$ cat src/rtl/sdis_pkg.sv
package sdis_pkg;

  // lookahead depth range and default
  localparam int unsigned LA_DEPTH_DEF = 9;
  localparam int unsigned LA_MAX       = 16;
  localparam int unsigned LA_IDX_W     = $clog2(LA_MAX);
  localparam int unsigned LA_CNT_W     = $clog2(LA_MAX + 1);
  localparam int unsigned BEAT_CNT_W   = LA_CNT_W + 1;

  // queue between parser and emitter
  localparam int unsigned QUEUE_DEPTH  = 4;
  localparam int unsigned Q_PTR_W      = $clog2(QUEUE_DEPTH);
  localparam int unsigned Q_CNT_W      = $clog2(QUEUE_DEPTH + 1);

  // module header
  localparam logic [31:0] MAGIC        = 32'h0723_0203;
  localparam logic [2:0]  HEADER_WORDS = 3'd5;

  // opcodes
  localparam logic [15:0] OP_SOURCE_CONTINUED      = 16'd2;
  localparam logic [15:0] OP_SOURCE                = 16'd3;
  localparam logic [15:0] OP_STRING                = 16'd7;
  localparam logic [15:0] OP_LINE                  = 16'd8;
  localparam logic [15:0] OP_EXTENSION             = 16'd10;
  localparam logic [15:0] OP_MODULE_PROCESSED      = 16'd330;
  localparam logic [15:0] OP_DECORATE_ID           = 16'd332;
  localparam logic [15:0] OP_DECORATE_STRING       = 16'd5632;
  localparam logic [15:0] OP_MEMBER_DECORATE_STRING = 16'd5633;

  // decorations that make a DecorateId droppable
  localparam logic [31:0] DEC_COUNTER_BUFFER = 32'd5634;
  localparam logic [31:0] DEC_USER_TYPE      = 32'd5636;

  // padded extension names, little-endian words
  localparam int unsigned EXT_COUNT = 3;
  localparam logic [31:0] EXT_NAMES [EXT_COUNT][8] = '{
    '{32'h5F56_5053, 32'h474F_4F47, 32'h645F_454C, 32'h726F_6365,
      32'h5F65_7461, 32'h6972_7473, 32'h0000_676E, 32'h0000_0000},
    '{32'h5F56_5053, 32'h474F_4F47, 32'h685F_454C, 32'h5F6C_736C,
      32'h636E_7566, 32'h6E6F_6974, 32'h7469_6C61, 32'h0000_3179},
    '{32'h5F56_5053, 32'h474F_4F47, 32'h755F_454C, 32'h5F72_6573,
      32'h6570_7974, 32'h0000_0000, 32'h0000_0000, 32'h0000_0000}
  };
  localparam logic [3:0] EXT_LEN [EXT_COUNT] = '{4'd7, 4'd8, 4'd6};

  typedef enum logic [1:0] {
    ST_OK         = 2'd0,
    ST_BAD_HEADER = 2'd1,
    ST_TRUNCATED  = 2'd2,
    ST_ZERO_LEN   = 2'd3
  } status_e;

  typedef enum logic [1:0] {
    KEEP_UNDECIDED = 2'd0,
    KEEP_YES       = 2'd1,
    KEEP_DROP      = 2'd2
  } keep_e;

  typedef struct packed {
    logic [31:0] word;
    logic        last_word;
  } in_beat_t;

  typedef struct packed {
    logic [31:0] out_word;
    logic        is_end;
    status_e     status;
  } out_beat_t;

  // one parsed word: what the emitter must do with it
  typedef struct packed {
    logic [31:0]         word;
    logic                emit;
    logic                hold;
    logic [LA_IDX_W-1:0] hold_idx;
    logic [LA_CNT_W-1:0] rel_cnt;
    logic                is_end;
    status_e             status;
  } entry_t;

endpackage

$ cat src/rtl/sdis_front.sv
module sdis_front import sdis_pkg::*; #(
  parameter int unsigned LOOKAHEAD_DEPTH = LA_DEPTH_DEF
) (
  input  logic     clk_i,
  input  logic     rst_ni,
  input  logic     in_valid_i,
  input  in_beat_t in_i,
  input  logic     q_full_i,
  output logic     push_o,
  output entry_t   entry_o
);

  logic [2:0]  hdr_cnt_q, hdr_cnt_d;
  logic        hdr_bad_q, hdr_bad_d;
  logic [15:0] len_q, len_d;
  logic [15:0] wi_q, wi_d;
  logic [15:0] kind_q, kind_d;
  keep_e       keep_q, keep_d;
  logic [2:0]  flags_q, flags_d;
  status_e     err_q, err_d;

  logic        accept;
  logic        parsed;
  logic        hit;
  logic [16:0] wi1;
  logic [2:0]  ext_idx;
  keep_e       keep;
  logic [15:0] kind;
  logic [15:0] len;
  logic [2:0]  flags;
  entry_t      ent;

  assign accept = in_valid_i && !q_full_i;
  assign wi1     = {1'b0, wi_q} + 17'd1;
  assign ext_idx = wi_q[2:0] - 3'd1;

  // parse one word and build its queue entry
  always_comb begin
    hdr_cnt_d = hdr_cnt_q;
    hdr_bad_d = hdr_bad_q;
    len_d     = len_q;
    wi_d      = wi_q;
    kind_d    = kind_q;
    keep_d    = keep_q;
    flags_d   = flags_q;
    err_d     = err_q;
    parsed    = 1'b0;
    hit       = 1'b0;
    keep      = keep_q;
    kind      = kind_q;
    len       = len_q;
    flags     = flags_q;
    ent        = '0;
    ent.word   = in_i.word;
    ent.status = ST_OK;

    if (accept) begin
      if (hdr_cnt_q < HEADER_WORDS) begin
        if (hdr_cnt_q == 3'd0 && in_i.word != MAGIC) begin
          hdr_bad_d = 1'b1;
        end
        hdr_cnt_d = hdr_cnt_q + 3'd1;
        ent.emit  = 1'b1;
      end else if (hdr_bad_q || err_q == ST_ZERO_LEN) begin
        ent.emit = 1'b1;
      end else begin
        parsed = 1'b1;
        // first word of an instruction
        if (wi_q == 16'd0) begin
          if (in_i.word[31:16] == 16'd0) begin
            err_d    = ST_ZERO_LEN;
            ent.emit = 1'b1;
            parsed   = 1'b0;
          end else begin
            len   = in_i.word[31:16];
            kind  = in_i.word[15:0];
            flags = 3'b111;
            if (in_i.word[15:0] inside {OP_SOURCE_CONTINUED, OP_SOURCE, OP_STRING,
                                        OP_LINE, OP_MODULE_PROCESSED,
                                        OP_DECORATE_STRING,
                                        OP_MEMBER_DECORATE_STRING}) begin
              keep = KEEP_DROP;
            end else begin
              keep = KEEP_UNDECIDED;
            end
          end
        end

        if (parsed) begin
          if (keep == KEEP_YES) begin
            ent.emit = 1'b1;
          end else if (keep == KEEP_UNDECIDED) begin
            if (wi_q < 16'(LOOKAHEAD_DEPTH)) begin
              ent.hold     = 1'b1;
              ent.hold_idx = LA_IDX_W'(wi_q);
            end
            // decide from the word just seen
            if (kind == OP_DECORATE_ID) begin
              if (wi_q == 16'd2) begin
                keep = (in_i.word == DEC_COUNTER_BUFFER || in_i.word == DEC_USER_TYPE) ?
                       KEEP_DROP : KEEP_YES;
              end
            end else if (kind == OP_EXTENSION) begin
              if (wi_q != 16'd0) begin
                for (int k = 0; k < EXT_COUNT; k++) begin
                  if (flags[k]) begin
                    if (wi_q > 16'(EXT_LEN[k]) || EXT_NAMES[k][ext_idx] != in_i.word) begin
                      flags[k] = 1'b0;
                    end else if (wi_q == 16'(EXT_LEN[k])) begin
                      hit = 1'b1;
                    end
                  end
                end
                if (hit) begin
                  keep = KEEP_DROP;
                end else if (flags == 3'b000) begin
                  keep = KEEP_YES;
                end
              end
            end else begin
              keep = KEEP_YES;
            end
            // end of instruction or of lookahead forces a keep
            if (keep == KEEP_UNDECIDED &&
                (wi1 == {1'b0, len} || wi1 >= 17'(LOOKAHEAD_DEPTH))) begin
              keep = KEEP_YES;
            end
            if (keep == KEEP_YES) begin
              ent.rel_cnt = LA_CNT_W'(wi1);
            end
          end

          if (wi1 >= {1'b0, len}) begin
            wi_d   = 16'd0;
            keep_d = KEEP_UNDECIDED;
          end else begin
            wi_d   = wi1[15:0];
            keep_d = keep;
          end
          kind_d  = kind;
          len_d   = len;
          flags_d = flags;
        end
      end

      // closing status beat
      if (in_i.last_word) begin
        ent.is_end = 1'b1;
        if (hdr_bad_d || hdr_cnt_d < HEADER_WORDS) begin
          ent.status = ST_BAD_HEADER;
        end else if (err_d == ST_ZERO_LEN) begin
          ent.status = ST_ZERO_LEN;
        end else if (wi_d != 16'd0) begin
          if (keep_d == KEEP_UNDECIDED) begin
            ent.rel_cnt = (wi_d > 16'(LOOKAHEAD_DEPTH)) ? LA_CNT_W'(LOOKAHEAD_DEPTH) :
                          LA_CNT_W'(wi_d);
          end
          ent.status = ST_TRUNCATED;
        end else begin
          ent.status = ST_OK;
        end
        hdr_cnt_d = 3'd0;
        hdr_bad_d = 1'b0;
        len_d     = 16'd0;
        wi_d      = 16'd0;
        kind_d    = 16'd0;
        keep_d    = KEEP_UNDECIDED;
        flags_d   = 3'b111;
        err_d     = ST_OK;
      end
    end
  end

  assign entry_o = ent;
  assign push_o  = accept && (ent.emit || ent.hold || ent.rel_cnt != '0 || ent.is_end);

  // parser state
  always_ff @(posedge clk_i or negedge rst_ni) begin
    if (!rst_ni) begin
      hdr_cnt_q <= 3'd0;
      hdr_bad_q <= 1'b0;
      len_q     <= 16'd0;
      wi_q      <= 16'd0;
      kind_q    <= 16'd0;
      keep_q    <= KEEP_UNDECIDED;
      flags_q   <= 3'b111;
      err_q     <= ST_OK;
    end else begin
      hdr_cnt_q <= hdr_cnt_d;
      hdr_bad_q <= hdr_bad_d;
      len_q     <= len_d;
      wi_q      <= wi_d;
      kind_q    <= kind_d;
      keep_q    <= keep_d;
      flags_q   <= flags_d;
      err_q     <= err_d;
    end
  end

endmodule

$ cat src/rtl/sdis_queue.sv
module sdis_queue import sdis_pkg::*; (
  input  logic   clk_i,
  input  logic   rst_ni,
  input  logic   push_i,
  input  entry_t entry_i,
  output logic   full_o,
  output logic   valid_o,
  output entry_t head_o,
  input  logic   pop_i
);

  entry_t             mem_q [QUEUE_DEPTH];
  logic [Q_PTR_W-1:0] wr_q, wr_d;
  logic [Q_PTR_W-1:0] rd_q, rd_d;
  logic [Q_CNT_W-1:0] cnt_q, cnt_d;
  logic               do_push;
  logic               do_pop;

  assign full_o  = (cnt_q == Q_CNT_W'(QUEUE_DEPTH));
  assign valid_o = (cnt_q != '0);
  assign head_o  = mem_q[rd_q];
  assign do_push = push_i && !full_o;
  assign do_pop  = pop_i && valid_o;

  // pointer and fill count update
  always_comb begin
    wr_d  = do_push ? wr_q + Q_PTR_W'(1) : wr_q;
    rd_d  = do_pop ? rd_q + Q_PTR_W'(1) : rd_q;
    cnt_d = cnt_q;
    if (do_push && !do_pop) begin
      cnt_d = cnt_q + Q_CNT_W'(1);
    end else if (do_pop && !do_push) begin
      cnt_d = cnt_q - Q_CNT_W'(1);
    end
  end

  always_ff @(posedge clk_i or negedge rst_ni) begin
    if (!rst_ni) begin
      wr_q  <= '0;
      rd_q  <= '0;
      cnt_q <= '0;
    end else begin
      wr_q  <= wr_d;
      rd_q  <= rd_d;
      cnt_q <= cnt_d;
    end
  end

  // entry storage
  always_ff @(posedge clk_i) begin
    if (do_push) begin
      mem_q[wr_q] <= entry_i;
    end
  end

endmodule

$ cat src/rtl/sdis_back.sv
module sdis_back import sdis_pkg::*; #(
  parameter int unsigned LOOKAHEAD_DEPTH = LA_DEPTH_DEF
) (
  input  logic      clk_i,
  input  logic      rst_ni,
  input  logic      head_valid_i,
  input  entry_t    head_i,
  output logic      pop_o,
  output logic      out_valid_o,
  input  logic      out_stall_i,
  output out_beat_t out_o
);

  localparam int unsigned IW = $clog2(LOOKAHEAD_DEPTH);

  logic [31:0]          la_q [LOOKAHEAD_DEPTH];
  logic [BEAT_CNT_W-1:0] pos_q, pos_d;
  logic                 out_valid_q, out_valid_d;
  out_beat_t            out_q, out_d;

  logic                  out_free;
  logic [BEAT_CNT_W-1:0] nbeats;
  logic [BEAT_CNT_W-1:0] rel_pos;
  logic [IW-1:0]         rd_idx;
  logic [IW-1:0]         wr_idx;
  logic [31:0]           rd_word;
  logic                  fire;
  logic                  beat;
  logic                  last_beat;
  logic                  la_we;

  assign out_free  = !out_valid_q || !out_stall_i;
  assign nbeats    = BEAT_CNT_W'(head_i.emit) + BEAT_CNT_W'(head_i.rel_cnt) +
                     BEAT_CNT_W'(head_i.is_end);
  assign rel_pos   = pos_q - BEAT_CNT_W'(head_i.emit);
  assign rd_idx    = IW'(rel_pos);
  assign wr_idx    = IW'(head_i.hold_idx);
  assign fire      = head_valid_i && (nbeats == '0 || out_free);
  assign beat      = head_valid_i && nbeats != '0 && out_free;
  assign last_beat = (nbeats == '0) || (pos_q == nbeats - BEAT_CNT_W'(1));
  assign pop_o     = fire && last_beat;
  assign la_we     = fire && pos_q == '0 && head_i.hold;

  // held word, bypassing the write of this entry
  assign rd_word = (head_i.hold && rd_idx == wr_idx) ? head_i.word : la_q[rd_idx];

  // beat sequencing over one entry
  always_comb begin
    pos_d = pos_q;
    if (pop_o) begin
      pos_d = '0;
    end else if (beat) begin
      pos_d = pos_q + BEAT_CNT_W'(1);
    end
  end

  // beat selection for the output register
  always_comb begin
    out_valid_d = out_valid_q;
    out_d       = out_q;
    if (out_free) begin
      out_valid_d = beat;
    end
    if (beat) begin
      if (head_i.emit && pos_q == '0) begin
        out_d.out_word = head_i.word;
        out_d.is_end   = 1'b0;
        out_d.status   = ST_OK;
      end else if (rel_pos < BEAT_CNT_W'(head_i.rel_cnt)) begin
        out_d.out_word = rd_word;
        out_d.is_end   = 1'b0;
        out_d.status   = ST_OK;
      end else begin
        out_d.out_word = 32'd0;
        out_d.is_end   = 1'b1;
        out_d.status   = head_i.status;
      end
    end
  end

  always_ff @(posedge clk_i or negedge rst_ni) begin
    if (!rst_ni) begin
      pos_q       <= '0;
      out_valid_q <= 1'b0;
    end else begin
      pos_q       <= pos_d;
      out_valid_q <= out_valid_d;
    end
  end

  // output payload
  always_ff @(posedge clk_i) begin
    out_q <= out_d;
  end

  // lookahead buffer
  always_ff @(posedge clk_i) begin
    if (la_we) begin
      la_q[wr_idx] <= head_i.word;
    end
  end

  assign out_valid_o = out_valid_q;
  assign out_o       = out_q;

endmodule

$ cat src/rtl/spirv_debug_instruction_stripper_top.sv
// channel  | direction | valid       | stall       | payload
// ---------+-----------+-------------+-------------+----------------------------
// in       | input     | in_valid_i  | in_stall_o  | in_i  (word, last_word)
// out      | output    | out_valid_o | out_stall_i | out_o (out_word, is_end, status)
//
// one word is accepted per cycle while the parser queue has room; a kept word
// is registered in the queue and then in the output register.
// an undecided instruction is held in the lookahead buffer and released one word
// per cycle once kept, unless the output stalls; an item that releases n held words
// gives n output beats (up to LOOKAHEAD_DEPTH + 1 with the closing status beat).
// reset is asynchronous: queue empty, parser waiting for the first header word.
// in_stall_o rises only when the four-entry queue is full.
module spirv_debug_instruction_stripper_top import sdis_pkg::*; #(
  parameter int unsigned LOOKAHEAD_DEPTH = LA_DEPTH_DEF
) (
  input  logic      clk_i,
  input  logic      rst_ni,
  input  logic      in_valid_i,
  output logic      in_stall_o,
  input  in_beat_t  in_i,
  output logic      out_valid_o,
  input  logic      out_stall_i,
  output out_beat_t out_o
);

  logic   q_push;
  logic   q_full;
  logic   q_valid;
  logic   q_pop;
  entry_t q_entry;
  entry_t q_head;

  assign in_stall_o = q_full;

  // parser front
  sdis_front #(
    .LOOKAHEAD_DEPTH(LOOKAHEAD_DEPTH)
  ) u_front (
    .clk_i     (clk_i),
    .rst_ni    (rst_ni),
    .in_valid_i(in_valid_i),
    .in_i      (in_i),
    .q_full_i  (q_full),
    .push_o    (q_push),
    .entry_o   (q_entry)
  );

  // decoupling queue
  sdis_queue u_queue (
    .clk_i  (clk_i),
    .rst_ni (rst_ni),
    .push_i (q_push),
    .entry_i(q_entry),
    .full_o (q_full),
    .valid_o(q_valid),
    .head_o (q_head),
    .pop_i  (q_pop)
  );

  // emitter back
  sdis_back #(
    .LOOKAHEAD_DEPTH(LOOKAHEAD_DEPTH)
  ) u_back (
    .clk_i       (clk_i),
    .rst_ni      (rst_ni),
    .head_valid_i(q_valid),
    .head_i      (q_head),
    .pop_o       (q_pop),
    .out_valid_o (out_valid_o),
    .out_stall_i (out_stall_i),
    .out_o       (out_o)
  );

  // no push into a full queue
  assert property (@(posedge clk_i) disable iff (!rst_ni) q_push |-> !q_full)
    else $error("push into full queue");

  // pop only with a queued entry
  assert property (@(posedge clk_i) disable iff (!rst_ni) q_pop |-> q_valid)
    else $error("pop from empty queue");

  // status beat carries a zero word, word beats carry ok status
  assert property (@(posedge clk_i) disable iff (!rst_ni)
    out_valid_o && out_o.is_end |-> out_o.out_word == 32'd0)
    else $error("status beat with nonzero word");

  assert property (@(posedge clk_i) disable iff (!rst_ni)
    out_valid_o && !out_o.is_end |-> out_o.status == ST_OK)
    else $error("word beat with nonzero status");

endmodule
$ cat config.mk
export PLATFORM = sky130hd
export DESIGN_NAME = spirv_debug_instruction_stripper_top
export DESIGN_NICKNAME = d
export VERILOG_FILES = /design/src/rtl/sdis_pkg.sv /design/src/rtl/sdis_front.sv /design/src/rtl/sdis_queue.sv /design/src/rtl/sdis_back.sv /design/src/rtl/spirv_debug_instruction_stripper_top.sv
export SDC_FILE = /design/constraint.sdc
export NUM_CORES = 1
export LEC_CHECK = 0
export ABC_AREA = 1
export BUFFER_PORTS_ARGS = -buffer_cell sky130_fd_sc_hd__buf_2
export CORE_MARGIN = 3
export CORE_UTILIZATION = 52
export DETAILED_ROUTE_END_ITERATION = 8
export GPL_TIMING_DRIVEN = 0
export PLACE_DENSITY = 0.72
export SLEW_MARGIN = 25
export SYNTH_ARGS = -nofsm -noshare
export SYNTH_HDL_FRONTEND = slang
export SYNTH_HIERARCHICAL = 1
export SYNTH_SLANG_ARGS = --single-unit
$ cat constraint.sdc
create_clock -name clk_i -period 7.25 [get_ports clk_i]
set_clock_uncertainty 0.05 [all_clocks]
set_input_delay 0.3625 -clock clk_i [delete_from_list [all_inputs] [get_ports clk_i]]
set_output_delay 0.3625 -clock clk_i [all_outputs]
set_load 0.01 [all_outputs]
==> flow_metrics.py <==
metrics = {
    "setup_path": {
        "rrSetupSlack_ns": 0.48,
        "cp.required_ns": 7.73,
        "max_stage_delay_ns": 0.41,
        "end_kind": "flip-flop",
        "reg2reg_depth": 41,
        "crit_top_cell": "nand2_1",
        "crit_fanout": 13,
        "crit_path_start": "u_front/wi_q[0]",
        "regToRegStartpoint": "u_front/wi_q[0]",
        "slowest_stage": "dfrtp_2",
        "crit_arrival_ns": 7.25,
        "critPathKind": "reg2reg",
        "worst_setup_path_start_kind": "flip-flop",
        "critPathCapture": "u_queue/cnt_q[2]",
        "rr_endpoint": "u_queue/cnt_q[2]",
    },
    "layout": {
        "final_common_cell": "nand2_1",
        "stdcell_count": 3971,
        "fin_nets": 3255,
        "final_cell_mix": "nand2_1 (835), edfxtp_1 (507), nand3_1 (349), inv_1 (281), nor2_1 (189)",
        "diodes": 0,
        "drive_gt1_share_pct": 17.0,
        "syn2layout_area_growth_pct": 14.2,
    },
    "sta": {
        "maxSlewHeadroom_pct": 43.6,
        "hold_viol": 0,
        "fmax_mhz": 148,
        "setup_viol": 0,
        "period_minus_slack_ns": 6.77,
        "final_max_slew_viol_count": 0,
        "fin_crit_sh_pct": 93.3,
        "finalSetupTns_ns": 0,
        "worst-slew-pin-transition_ns": 0.842,
    },
    "flow_run": {
        "timing.max_cap.violations": 0,
    },
    "floorplan": {
        "die_w_um": 243,
        "core_um2": 55300,
        "fp.dieArea_um2": 59000,
        "start_util_pct": 52.8,
        "io_pins": 74,
        "rows": 86,
        "die_h_um": 243,
    },
    "logic_synthesis": {
        "yosys.cell_types.count": 63,
        "synth_nets": 3070,
        "synth_top_flop_cell": "edfxtp_1",
        "synth.avg_cell_area_um2": 9.78,
        "synth_edf_count": 507,
        "async_flop_share_pct": 12.6,
        "yosys_register_bits": 580,
        "ys_seq_area_share_pct": 58.4,
        "synth_area_um2": 29200,
        "syn_inst": 2987,
        "yosysWarnings": 6,
    },
    "outcome": {
        "status": "finished, final reports clean",
    },
    "placed_design": {
        "place_congestion": 0.986,
        "dpl.cell_count": 3852,
        "dp_hpwl_um": 61800,
        "portBuffers": 71,
    },
    "detailed_routing": {
        "wire_per_inst_um": 21.5,
        "routed_wl_um": 85500,
        "drt_iter0_drc": 2121,
        "drtAntennaViolNets": 0,
        "drc": 0,
        "viasPerCell": 5.68,
        "first_pass_iters": 8,
        "vias": 22500,
    },
    "worst_hold_path": {
        "hold_path_class": "in2reg",
    },
    "cts": {
        "clkLatencyLatePin_ns": 0.65,
        "cts_tree": "yes",
        "cts_num_sinks": 580,
        "path_clk_slew_ns": 0.06,
        "cts_max_level": 2,
        "cts_buffers": 60,
        "clockBufferDepth": 3,
        "clockRootBuffer": "clkbuf_16",
    },
    "global_routing": {
        "grt_max_degree": 48,
        "antenna_found_initial": 0,
        "gr-total-overflow": 0,
        "track_usage_pct": 28.7,
        "grt_pass1_vias": 22000,
        "grt_pass1_wl_um": 130000,
    },
    "power": {
        "leakagePower_nw": 14.0,
        "irDropWorstVdd_mv": 0.283,
        "power.density_nw_per_um2": 490,
    },
}
## cell usage after synthesis, types with 29 or more instances
cell / count / area share [%]
buf_2: 49 / 0.84
nand4_1: 35 / 0.75
o22ai_1: 37 / 0.79
ha_1: 44 / 1.9
inv_1: 282 / 3.6
nand2_1: 837 / 11
a21oi_1: 38 / 0.65
clkbuf_1: 30 / 0.39
o21ai_0: 69 / 1.2
o211ai_1: 37 / 0.95
o211ai_2: 56 / 2.4
nor2_1: 194 / 2.5
nand3_1: 349 / 6.0
o21ai_1: 44 / 0.75
inv_2: 29 / 0.37
edfxtp_1: 507 / 52
nand2_2: 61 / 1.3
buf_4: 43 / 1.1
dfrtp_1: 70 / 6.0
## per-stage QoR
| step | area (um2) | power [mW] | hold slack (ns) | setup slack, ns | util, % |
|---|---|---|---|---|---|
| after global placement | 30500 | 12.7 | 0.418 | -3.17 | 55.1 |
| after floorplan | 29200 | 10.3 | 0.0169 | 0.200 | - |
| after detailed placement | 31100 | 13.1 | 0.269 | -0.677 | 56.3 |
| after CTS | 33300 | 16.3 | 0.0821 | 0.000863 | 60.2 |
| final | 33300 | 16.3 | 0.110 | 0.484 | 60.3 |
| after global routing | 33300 | 17.4 | 0.102 | -0.0146 | 60.3 |
## routing by layer
layer	track usage, %	vias to the layer above	share of wire [%]
li1	-	10500	-
met1	36.8	10900	39
met2	49.3	968	49
met3	3.90	201	6.9
met4	12.0	0	4.5
met5	0	-	0
## report_power, final
group,internal [mW],switching (mW)
Sequential,4.75,0.152
Combinational,2.44,5.78
Clock,1.91,1.31
## registers in the layout, summed over array words and instances, names as in the netlist, 3 cells and up
| name | flops |
|---|---|
| u_front/kind_q | 16 |
| u_back/out_o | 35 |
| u_queue/mem_q | 184 |
| u_front/wi_q | 16 |
| u_back/pos_q | 6 |
| u_front/len_q | 16 |
| u_front/flags_q | 3 |
| u_front/hdr_cnt_q | 3 |
| u_back/la_q | 288 |
| u_queue/cnt_q | 3 |
## worst max-delay path, delay by kind of cell (launching register included)
family                   cells  cell delay (ns)
AND/OR/NAND/NOR             24             3.07
flip-flops                   1             0.41
adder cells (fa/ha/maj)      4             1.10
AO/OA/AOI/OAI                2             0.56
buffers and inverters       11             1.45
## layout make-up
type	instances	area (um2)
timing repair buffer	123	940
buffer	160	1130
multi-input combinational	1933	9970
clock inverter	39	527
sequential	580	17100
clock buffer	74	1570
fill	4569	22000
inverter	314	1200
tap	748	936
## worst min path at each step
stage	start	endpoint	slack (ns)	cells after the start
2_1_floorplan	rst_ni	u_back/out_valid_o	0.02	0
3_3_place_gp	u_front/len_q[2]	u_front/len_q[2]	0.42	2
3_5_place_dp	rst_ni	u_front/wi_q[10]	0.27	1
4_1_cts	in_i[7]	u_queue/mem_q[1][20]	0.08	2
5_1_grt	in_i[7]	u_queue/mem_q[2][20]	0.10	2
6_report	in_i[7]	u_queue/mem_q[3][20]	0.11	2
## logic make-up (layout without fill, tap and decap cells)
| kind of cell | after synthesis | in the layout | synth area share (%) |
|---|---|---|---|
| flops | 580 | 580 | 58.4 |
| simple gates | 1552 | 1552 | 23.3 |
| fa+ha+maj | 46 | 46 | 2.02 |
| compound gates | 310 | 310 | 7.63 |
| buf+inv | 474 | 710 | 7.88 |
| xor+xnor | 25 | 25 | 0.814 |
## repair_timing
| item | 4_1_cts | 5_1_grt |
|---|---|---|
| hold endpoints to repair | 79 | 0 |
| gates resized for setup | 11 | 22 |
| pin swaps | 0 | 1 |
| hold buffers | 4 | 0 |
| setup buffers | 0 | 2 |
| endpoints found under the setup margin | 187 | 187 |
(Power assumes the default switching activity.)
